--- config.mk ---
export PLATFORM = sky130hd
export DESIGN_NAME = sorted_insert_priority_queue
export DESIGN_NICKNAME = d
export VERILOG_FILES = /design/src/hw/rtl/sipq_pkg.sv /design/src/hw/rtl/sorted_insert_priority_queue.sv /design/src/hw/rtl/sipq_ctrl.sv /design/src/hw/rtl/sipq_datapath.sv
export SDC_FILE = /design/constraint.sdc
export NUM_CORES = 2
export LEC_CHECK = 0
export ABC_AREA = 1
export BUFFER_PORTS_ARGS = -buffer_cell sky130_fd_sc_hd__buf_2
export CORE_MARGIN = 2
export CORE_UTILIZATION = 54
export CTS_CLUSTER_SIZE = 10
export DETAILED_ROUTE_END_ITERATION = 8
export PLACE_DENSITY_LB_ADDON = 0.3
export SLEW_MARGIN = 10
export SYNTH_ARGS = -nofsm -noshare
export SYNTH_HDL_FRONTEND = slang
export SYNTH_HIERARCHICAL = 1
export SYNTH_SLANG_ARGS = --single-unit
export TNS_END_PERCENT = 10
--- constraint.sdc ---
create_clock -name clock -period 11.5 [get_ports clock]
set_clock_uncertainty 0.05 [all_clocks]
set_input_delay 1.725 -clock clock [delete_from_list [all_inputs] [get_ports clock]]
set_output_delay 1.725 -clock clock [all_outputs]
set_load 0.02 [all_outputs]
--- src/hw/rtl/sipq_pkg.sv ---
// Shared definitions for the sorted-insert priority queue.
// Holds operation and status codes, default sizes and controller/datapath structs.
// No dependencies.
package sipq_pkg;

   // Default sizes, used as parameter defaults on the top level.
   localparam int DEPTH_DEFAULT          = 16;
   localparam int DATA_WIDTH_DEFAULT     = 32;
   localparam int PRIORITY_WIDTH_DEFAULT = 8;

   // Request operation codes.
   typedef enum logic [1:0] {
      OP_PUSH  = 2'd0,
      OP_POP   = 2'd1,
      OP_PEEK  = 2'd2,
      OP_CLEAR = 2'd3
   } opcode_type;

   // Result status codes.
   typedef enum logic [1:0] {
      STATUS_OK    = 2'd0,
      STATUS_EMPTY = 2'd1,
      STATUS_FULL  = 2'd2
   } status_type;

   // Commands from the controller to the datapath.
   typedef struct packed {
      logic capture;   // register the incoming request
      logic execute;   // apply the held request to the cell array
   } cmd_type;

   // Status from the datapath to the controller.
   typedef struct packed {
      logic rsp_held;  // a result is waiting and is not being taken
   } sts_type;

endpackage

--- src/hw/rtl/sorted_insert_priority_queue.sv ---
// Top level of the sorted-insert priority queue: controller plus datapath.
// Depends on sipq_pkg, sipq_ctrl and sipq_datapath.
//
// The queue holds up to DEPTH entries in a row of cells kept sorted by
// ascending priority; equal priorities leave in arrival order. Each request
// (push, pop, peek, clear) gives one result. A request is first registered;
// then every cell compares against the new priority in parallel and shifts
// in place. A new request is accepted while the previous result still waits;
// the execute step stalls only while the result register is occupied and not
// being taken. Cell contents are not reset, only the entry count and the
// result valid flag are, so no clearing pass is needed.
module sorted_insert_priority_queue #(
   parameter int DEPTH          = sipq_pkg::DEPTH_DEFAULT,
   parameter int DATA_WIDTH     = sipq_pkg::DATA_WIDTH_DEFAULT,
   parameter int PRIORITY_WIDTH = sipq_pkg::PRIORITY_WIDTH_DEFAULT,
   localparam int CW            = $clog2(DEPTH + 1)
) (
   input  logic                      clock,
   input  logic                      reset,
   input  logic                      req_valid,
   output logic                      req_ready,
   input  logic [1:0]                req_opcode,
   input  logic [DATA_WIDTH-1:0]     req_item_data,
   input  logic [PRIORITY_WIDTH-1:0] req_item_priority,
   output logic                      rsp_valid,
   input  logic                      rsp_ready,
   output logic [DATA_WIDTH-1:0]     rsp_head_data,
   output logic [PRIORITY_WIDTH-1:0] rsp_head_priority,
   output logic [1:0]                rsp_status,
   output logic [CW-1:0]             rsp_fill_count
);

   sipq_pkg::cmd_type cmd;
   sipq_pkg::sts_type sts;

   // Sequencing.
   sipq_ctrl u_ctrl (
      .clock     (clock),
      .reset     (reset),
      .req_valid (req_valid),
      .req_ready (req_ready),
      .sts       (sts),
      .cmd       (cmd)
   );

   // Cell array and result register.
   sipq_datapath #(
      .DEPTH          (DEPTH),
      .DATA_WIDTH     (DATA_WIDTH),
      .PRIORITY_WIDTH (PRIORITY_WIDTH)
   ) u_datapath (
      .clock             (clock),
      .reset             (reset),
      .cmd               (cmd),
      .sts               (sts),
      .req_opcode        (req_opcode),
      .req_item_data     (req_item_data),
      .req_item_priority (req_item_priority),
      .rsp_valid         (rsp_valid),
      .rsp_ready         (rsp_ready),
      .rsp_head_data     (rsp_head_data),
      .rsp_head_priority (rsp_head_priority),
      .rsp_status        (rsp_status),
      .rsp_fill_count    (rsp_fill_count)
   );

   // A transferred request is executed before another is taken.
   assert property (@(posedge clock) disable iff (reset)
      (req_valid && req_ready) |=> !req_ready)
      else $error("request accepted while the previous one is still executing");

   // The count never passes the capacity.
   assert property (@(posedge clock) disable iff (reset)
      rsp_valid |-> (rsp_fill_count <= CW'(DEPTH)))
      else $error("fill count exceeds depth");

   // A full error is reported only when the store is full.
   assert property (@(posedge clock) disable iff (reset)
      (rsp_valid && rsp_status == sipq_pkg::STATUS_FULL) |-> (rsp_fill_count == CW'(DEPTH)))
      else $error("full status with free space");

   // An empty error leaves an empty queue and zero head fields.
   assert property (@(posedge clock) disable iff (reset)
      (rsp_valid && rsp_status == sipq_pkg::STATUS_EMPTY) |->
         (rsp_fill_count == '0 && rsp_head_data == '0 && rsp_head_priority == '0))
      else $error("empty status with entries held or non-zero head");

endmodule

--- src/hw/rtl/sipq_ctrl.sv ---
// Controller state machine of the sorted-insert priority queue.
// Sequences request capture and execution; depends on sipq_pkg.
module sipq_ctrl (
   input  logic              clock,
   input  logic              reset,
   input  logic              req_valid,
   output logic              req_ready,
   input  sipq_pkg::sts_type sts,
   output sipq_pkg::cmd_type cmd
);

   typedef enum logic [1:0] {
      ST_WAIT = 2'b01,
      ST_EXEC = 2'b10
   } state_type;

   state_type state_ff, state_in;

   // A new request is taken only while waiting.
   assign req_ready   = (state_ff == ST_WAIT);
   assign cmd.capture = req_valid && (state_ff == ST_WAIT);
   assign cmd.execute = (state_ff == ST_EXEC) && !sts.rsp_held;

   // Next-state logic: execution waits until the result register is free.
   always_comb begin
      state_in = state_ff;
      case (state_ff)
         ST_WAIT: begin
            if (req_valid) begin
               state_in = ST_EXEC;
            end
         end
         ST_EXEC: begin
            if (!sts.rsp_held) begin
               state_in = ST_WAIT;
            end
         end
         default: state_in = ST_WAIT;
      endcase
   end

   always_ff @(posedge clock) begin
      if (reset) begin
         state_ff <= ST_WAIT;
      end else begin
         state_ff <= state_in;
      end
   end

endmodule

--- src/hw/rtl/sipq_datapath.sv ---
// Datapath of the sorted-insert priority queue: request register, sorted cell
// array with parallel compare, entry count and result register. Depends on sipq_pkg.
module sipq_datapath #(
   parameter int DEPTH          = sipq_pkg::DEPTH_DEFAULT,
   parameter int DATA_WIDTH     = sipq_pkg::DATA_WIDTH_DEFAULT,
   parameter int PRIORITY_WIDTH = sipq_pkg::PRIORITY_WIDTH_DEFAULT,
   localparam int CW            = $clog2(DEPTH + 1)
) (
   input  logic                      clock,
   input  logic                      reset,
   input  sipq_pkg::cmd_type         cmd,
   output sipq_pkg::sts_type         sts,
   input  logic [1:0]                req_opcode,
   input  logic [DATA_WIDTH-1:0]     req_item_data,
   input  logic [PRIORITY_WIDTH-1:0] req_item_priority,
   output logic                      rsp_valid,
   input  logic                      rsp_ready,
   output logic [DATA_WIDTH-1:0]     rsp_head_data,
   output logic [PRIORITY_WIDTH-1:0] rsp_head_priority,
   output logic [1:0]                rsp_status,
   output logic [CW-1:0]             rsp_fill_count
);

   localparam logic [CW-1:0] FULL_COUNT = CW'(DEPTH);

   // Held request.
   sipq_pkg::opcode_type      op_ff;
   logic [DATA_WIDTH-1:0]     data_req_ff;
   logic [PRIORITY_WIDTH-1:0] prio_req_ff;

   // Cell array and count.
   logic [DATA_WIDTH-1:0]     data_ff [DEPTH];
   logic [DATA_WIDTH-1:0]     data_in [DEPTH];
   logic [PRIORITY_WIDTH-1:0] prio_ff [DEPTH];
   logic [PRIORITY_WIDTH-1:0] prio_in [DEPTH];
   logic [DEPTH-1:0]          le;
   logic [CW-1:0]             count_ff, count_in;
   logic                      shift_insert, shift_pop;

   // Result register.
   logic                      rsp_valid_ff, rsp_valid_in;
   logic [DATA_WIDTH-1:0]     rsp_data_ff, rsp_data_in;
   logic [PRIORITY_WIDTH-1:0] rsp_prio_ff, rsp_prio_in;
   sipq_pkg::status_type      rsp_status_ff, rsp_status_in;
   logic [CW-1:0]             rsp_count_ff;

   assign sts.rsp_held      = rsp_valid_ff && !rsp_ready;
   assign rsp_valid         = rsp_valid_ff;
   assign rsp_head_data     = rsp_data_ff;
   assign rsp_head_priority = rsp_prio_ff;
   assign rsp_status        = rsp_status_ff;
   assign rsp_fill_count    = rsp_count_ff;

   // Operation decode: the count, shift commands and the result fields.
   always_comb begin
      count_in      = count_ff;
      shift_insert  = 1'b0;
      shift_pop     = 1'b0;
      rsp_data_in   = '0;
      rsp_prio_in   = '0;
      rsp_status_in = sipq_pkg::STATUS_OK;
      case (op_ff)
         sipq_pkg::OP_PUSH: begin
            if (count_ff == FULL_COUNT) begin
               rsp_status_in = sipq_pkg::STATUS_FULL;
            end else begin
               shift_insert = 1'b1;
               count_in     = count_ff + 1'b1;
            end
         end
         sipq_pkg::OP_POP, sipq_pkg::OP_PEEK: begin
            if (count_ff == '0) begin
               rsp_status_in = sipq_pkg::STATUS_EMPTY;
            end else begin
               rsp_data_in = data_ff[0];
               rsp_prio_in = prio_ff[0];
               if (op_ff == sipq_pkg::OP_POP) begin
                  shift_pop = 1'b1;
                  count_in  = count_ff - 1'b1;
               end
            end
         end
         sipq_pkg::OP_CLEAR: begin
            count_in = '0;
         end
         default: begin
            count_in = count_ff;
         end
      endcase
   end

   // Each held cell compares its priority against the new one. Since the
   // array is sorted, the set of cells that stay put is a prefix.
   always_comb begin
      for (int i = 0; i < DEPTH; i++) begin
         le[i] = (CW'(i) < count_ff) && (prio_ff[i] <= prio_req_ff);
      end
   end

   // Next value of every cell: keep, take the new entry, or shift by one place.
   always_comb begin
      for (int i = 0; i < DEPTH; i++) begin
         data_in[i] = data_ff[i];
         prio_in[i] = prio_ff[i];
      end
      if (shift_insert) begin
         if (!le[0]) begin
            data_in[0] = data_req_ff;
            prio_in[0] = prio_req_ff;
         end
         for (int i = 1; i < DEPTH; i++) begin
            if (!le[i]) begin
               if (le[i-1]) begin
                  data_in[i] = data_req_ff;
                  prio_in[i] = prio_req_ff;
               end else begin
                  data_in[i] = data_ff[i-1];
                  prio_in[i] = prio_ff[i-1];
               end
            end
         end
      end else if (shift_pop) begin
         for (int i = 0; i < DEPTH - 1; i++) begin
            data_in[i] = data_ff[i+1];
            prio_in[i] = prio_ff[i+1];
         end
      end
   end

   // The result register is loaded on execute and cleared once transferred.
   always_comb begin
      if (cmd.execute) begin
         rsp_valid_in = 1'b1;
      end else if (rsp_ready) begin
         rsp_valid_in = 1'b0;
      end else begin
         rsp_valid_in = rsp_valid_ff;
      end
   end

   // Control registers.
   always_ff @(posedge clock) begin
      if (reset) begin
         count_ff     <= '0;
         rsp_valid_ff <= 1'b0;
      end else begin
         rsp_valid_ff <= rsp_valid_in;
         if (cmd.execute) begin
            count_ff <= count_in;
         end
      end
   end

   // Payload registers: request, cells and result.
   always_ff @(posedge clock) begin
      if (cmd.capture) begin
         op_ff       <= sipq_pkg::opcode_type'(req_opcode);
         data_req_ff <= req_item_data;
         prio_req_ff <= req_item_priority;
      end
      if (cmd.execute) begin
         for (int i = 0; i < DEPTH; i++) begin
            data_ff[i] <= data_in[i];
            prio_ff[i] <= prio_in[i];
         end
         rsp_data_ff   <= rsp_data_in;
         rsp_prio_ff   <= rsp_prio_in;
         rsp_status_ff <= rsp_status_in;
         rsp_count_ff  <= count_in;
      end
   end

endmodule

== Word level (Yosys, flattened, before mapping) ==
Memories as Yosys holds them, arrays and structs flattened.
Cells that the tools add are included.

* $add $sub $neg: 2
* $lt $le $gt $ge: 32
* Equal/unequal tests: 8
* Multiplexer cells: 87
* Bitwise gates (word level): 1
* Reduce and logical (&&, ||, !) cells: 27

{| class="wikitable"
|+ Operator list
! operator !! count
|-
| $mux 32 || 32
|-
| $mux 480 || 2
|-
| $mux 8 || 32
|-
| $mux 120 || 2
|-
| $le 8x8->1 || 16
|-
| $lt 4x5->1 const A || 8
|-
| $lt 3x5->1 const A || 4
|-
| $logic_and 1x1->1 || 19
|-
| $mux 5 || 3
|-
| $pmux 5 s3 || 1
|-
| $lt 1x5->1 const A || 2
|-
| $lt 2x5->1 const A || 2
|-
| $mux 1 || 10
|-
| $pmux 2 s2 || 2
|-
| $eq 2x2->1 const B || 3
|-
| $mux 2 || 3
|-
| $add 5x1->5 const B || 1
|-
| $eq 5x5->1 const B || 1
|-
| $logic_not 5->1 || 1
|-
| $sub 5x1->5 const B || 1
|-
| $eq 2x1->1 const B || 2
|-
| $ne 2x2->1 const B || 2
|-
| $reduce_or 2->1 || 2
|-
| $logic_not 1->1 || 2
|-
| other kinds (4) || 4
|}

* Bits in registers: 97
* Memory bits (writable): 640
* Input bits: 46
* Output and inout port bits: 49
* Logic and storage cells: 169
* Memories kept: 2

{| class="wikitable"
|+ Memories
! memory !! words !! bits a word !! rd ports !! clocked after memory_dff !! write ports !! line !! text
|-
| u_datapath.data_ff || 16 || 32 || 16 || 0 || 16 || sipq_datapath.sv:32 || <nowiki>logic [DATA_WIDTH-1:0] data_ff [DEPTH];</nowiki>
|-
| u_datapath.prio_ff || 16 || 8 || 16 || 0 || 16 || sipq_datapath.sv:34 || <nowiki>logic [PRIORITY_WIDTH-1:0] prio_ff [DEPTH];</nowiki>
|}

== Logic depth before layout (Yosys ltp) ==
* Depth in word-level cells: 6
* Depth in mapped cells: 15
* Mapped depth without buffers: 14

== Hierarchy ==
The synthesis kept the hierarchy.

{| class="wikitable"
|+ Modules (own cells, without submodules)
! module !! times used !! cells each !! area each (µm²) !! seq. area each (µm²)
|-
| sipq_datapath || 1 || 5292 || 42299.3 || 22011.1
|-
| sipq_ctrl || 1 || 14 || 98.8 || 40.0
|}

== Worst setup path before layout ==
No wires, ideal clock.

* Kind: input port to flip-flop
* Start: input rsp_ready
* End: memory u_datapath/data_ff[0][0] (netlist name) (enable)
* Setup time: 0.395 ns
* Data arrival time: 8.159 ns
* Required time: 11.055 ns
* Slack: 2.896 ns
* Stages: 7
* Buffers on the path: 1
* Cell sequence: nor2_1 -> nor3_1 -> clkinv_1 -> o31ai_4 -> buf_4 -> o21ai_1 -> inv_1

{| class="wikitable"
|+ RTL lines
! what !! line !! text
|-
| from (decl) || sorted_insert_priority_queue.sv:26 || <nowiki>input logic rsp_ready,</nowiki>
|-
| to (decl) || sipq_datapath.sv:32 ||
|}

==> run summary <==
Sequential share of power = 0.499
Final setup TNS = 0 ps
Gp weighted congestion = 0.8817
Avg Vias per Cell = 5.372
Critical register-to-register path startpoint = u_datapath/count_ff[0]
Syn_nets = 5,487
Reg-to-reg critical path endpoint = u_datapath/data_ff[1][104]
First-pass DRT Iterations = 6
Finish-stage setup viols = 0
Final worst slack = 6889 ps
Worst slew pin tran = 1226 ps
Worst-path clk slew = 60 ps
Minimum clock period = 4611 ps
Clock latency on the worst-skew pair = 630 ps
Root Driver = clkbuf_16
Critical Path End = u_datapath/data_ff[1][104]
Sequential element share of the synthesized area = 0.5201
First-pass GRT wire length = 168,800 um
Post-DP HPWL = 67,610 um
Via count = 33,697
Post-CTS Setup Bufs = 0
# IOs = 95
Core Box Area = 77,590 um^2
Syn Inst Count = 5,306
Most frequent cell after synthesis = nand2_1
Post-Synth Simple-Gate Area = 0.3200
Commonest cells post-synth = nand2_1, nand3_1, edfxtp_1
Final period util = 0.4010
Vias in the first global route = 31,437
CTS sink cnt = 737
Layout cells sized above 1 = 0.05561
R2r setup slk = 6890 ps
FF-to-FF path depth = 9
Synth-to-Final Area Change = 7.770%
Cell Area, Synth = 42,400 um^2
Slew Limit Headroom = 0.1828
Grt total ovfl = 0
Post-synth EDFFs = 729
Leak = 21.82 nW
Clock tree buffer depth = 3
GRT Total Usage = 0.2519
Total of max-cap violations = 0
CTS Hold Bufs = 0
Fill cell count = 6,945
Final Hold Fails = 0
Drt total wl = 103,900 um
Switching pwr = 1.479 mW
Die span in y = 284.2 um
Peak VDD IR = 0.09712 mV
Final Max Tran Viols = 0
H-tree Lvls = 3
Synth Area in Compound Gates = 0.02266
Largest cells by area after synthesis = edfxtp_1, nand2_1, nand3_1
P_int = 4.540 mW
CP Capture Type = flip-flop
Die area = 80,770 um^2
Yosys reg bits = 737
Initial antenna violation count = 0
Area occupied by multi-input gates = 16,270 um^2
Setup crit start = u_datapath/count_ff[0]
CP arrival = 5050 ps
Proportion of synthesized area in mux cells = 0
Total CTS buffers = 86
Fmax = 216.9 MHz
WP data required = 11,940 ps
Ys Warns = 6
Starting Density = 0.5464
Xor/xnor share of the synthesized area = 0.0006197
Logic gate share of total power = 0.098
Drt first-iter violations = 3,874
Asr flop ratio synth = 0
# resized after CTS = 0
Area leader, netlist = edfxtp_1
RSZ-0062 raised after global routing = false
Register area = 22,050 um^2
DRC viols = 0
Worst setup path class = flip-flop to flip-flop
Launching element type of the critical path = flip-flop
Number of distinct library cells after synthesis = 36
Pwr/cell area = 131.7 nW/um^2
N_diodes = 0
Site Rows = 102
Largest net degree at the start of global routing = 266
I/O Buffers = 94
Clock power share = 0.403
Syn Area/Cell = 7.991 um^2
CTS tree = built
Post-Synth Adder-Cell Area = 0.03984
Layout net count = 5,388
Crit path max fanout = 265
Outcome = complete, no violations
Post-synth top flop = edfxtp_1
Tightest Hold Check Type = flip-flop to flip-flop
WL per Instance = 16.57 um
Post-synth top area share = 0.5163
Post-route ant nets = 0
Switch share = 0.2457
DP Worst Slack = 6354 ps
Die W = 284.2 um
Largest family of logic cells by synthesized area = simple AND/OR/NAND/NOR gates
[registers in the layout, summed over array words and instances (netlist names)]
name,cells
u_datapath/rsp_valid,1
u_datapath/count_ff,5
u_datapath/data_req_ff,32
u_datapath/rsp_fill_count,5
u_datapath/rsp_head_data,32
u_ctrl/state_ff,2
u_datapath/rsp_status,2
u_datapath/rsp_head_priority,8
u_datapath/prio_ff,128
u_datapath/op_ff,2
u_datapath/prio_req_ff,8
u_datapath/data_ff,512
[metal layers]
metal  share of wire  global-route usage  up-vias
met4           0.015             0.05934        0
met5               0                   0        -
met2            0.44              0.3847     1403
li1                -                   -    16968
met3           0.079             0.03074      122
met1            0.47              0.3834    15204
[worst min-delay path by stage]
stage	from	depth (start not counted)	to	slack, ps
global route	u_datapath/data_ff[1][228]	2	u_datapath/data_ff[1][196]	480
global placement	u_datapath/data_ff[1][237]	2	u_datapath/data_ff[1][205]	450
finish	u_datapath/data_ff[1][249]	2	u_datapath/data_ff[1][217]	460
detailed placement	u_datapath/data_ff[1][241]	2	u_datapath/data_ff[1][209]	450
CTS	u_datapath/data_ff[1][241]	2	u_datapath/data_ff[1][209]	460
floorplan	u_ctrl/state_ff[1]	2	u_ctrl/state_ff[1]	430
[worst max-delay path: stages, from the launching register on]
cell and delay, ps:
dfxtp_1 390, inv_2 180, ha_1 310, a31oi_4 100
buf_4 410, inv_8 600, buf_12 830, buf_4 960
nand2_1 160, nand2_1 120
[metrics by stage]
stage	util	std cells	power, mW	instance area [um^2]	hold WS, ps
floorplan	-	5306	3.478	42400	432.6
global placement	0.5581	6159	3.619	43300	447.0
detailed placement	0.5581	6159	3.634	43300	450.5
CTS	0.5889	6273	6.055	45690	463.5
global route	0.5889	6273	6.229	45690	480.7
finish	0.5889	6273	6.019	45690	464.3
[logic make-up (layout without fill, tap and decap cells)]
group	after synthesis	after routing
AO/OA/AOI/OAI	172	172
XOR/XNOR	3	3
adder cells (fa/ha/maj)	135	135
buffers and inverters	1049	976
flip-flops	737	737
AND/OR/NAND/NOR	3210	3210
[cell usage in the layout (no fill, tap or decap), drive strengths merged]
| cell | n |
|---|---|
| nand3b | 1 |
| xor2 | 3 |
| inv | 691 |
| o211ai | 1 |
| clkbuf | 105 |
| a211oi | 1 |
| a31oi | 1 |
| buf | 170 |
| clkinv | 10 |
| nand4 | 17 |
| dfxtp | 8 |
| nand2 | 1960 |
| a21o | 14 |
| nor2 | 96 |
| o21a | 1 |
| nand3 | 1134 |
| a21oi | 42 |
| o21ai | 110 |
| ha | 135 |
| o31ai | 2 |
| nor3 | 2 |
| edfxtp | 729 |
[power groups by stage]
stage / Sequential [mW] / Clock, mW / Combinational, mW
2_1_floorplan: 3.05 / 0 / 0.424
3_3_place_gp: 3.06 / 0 / 0.562
3_5_place_dp: 3.06 / 0 / 0.577
4_1_cts: 3.00 / 2.47 / 0.579
5_1_grt: 3.00 / 2.57 / 0.655
6_report: 3.00 / 2.43 / 0.588
[cell type report]
type                            instances  area share
Clock buffer                          105     0.05099
Clock inverter                          9    0.001287
Inverter                              692     0.05707
Multi-Input combinational cell       3520      0.3560
Sequential cell                       737      0.4826
Tap cell                             1040     0.02848
Timing Repair Buffer                  170     0.02360
Note: power is estimated with default switching activity, not from simulation.
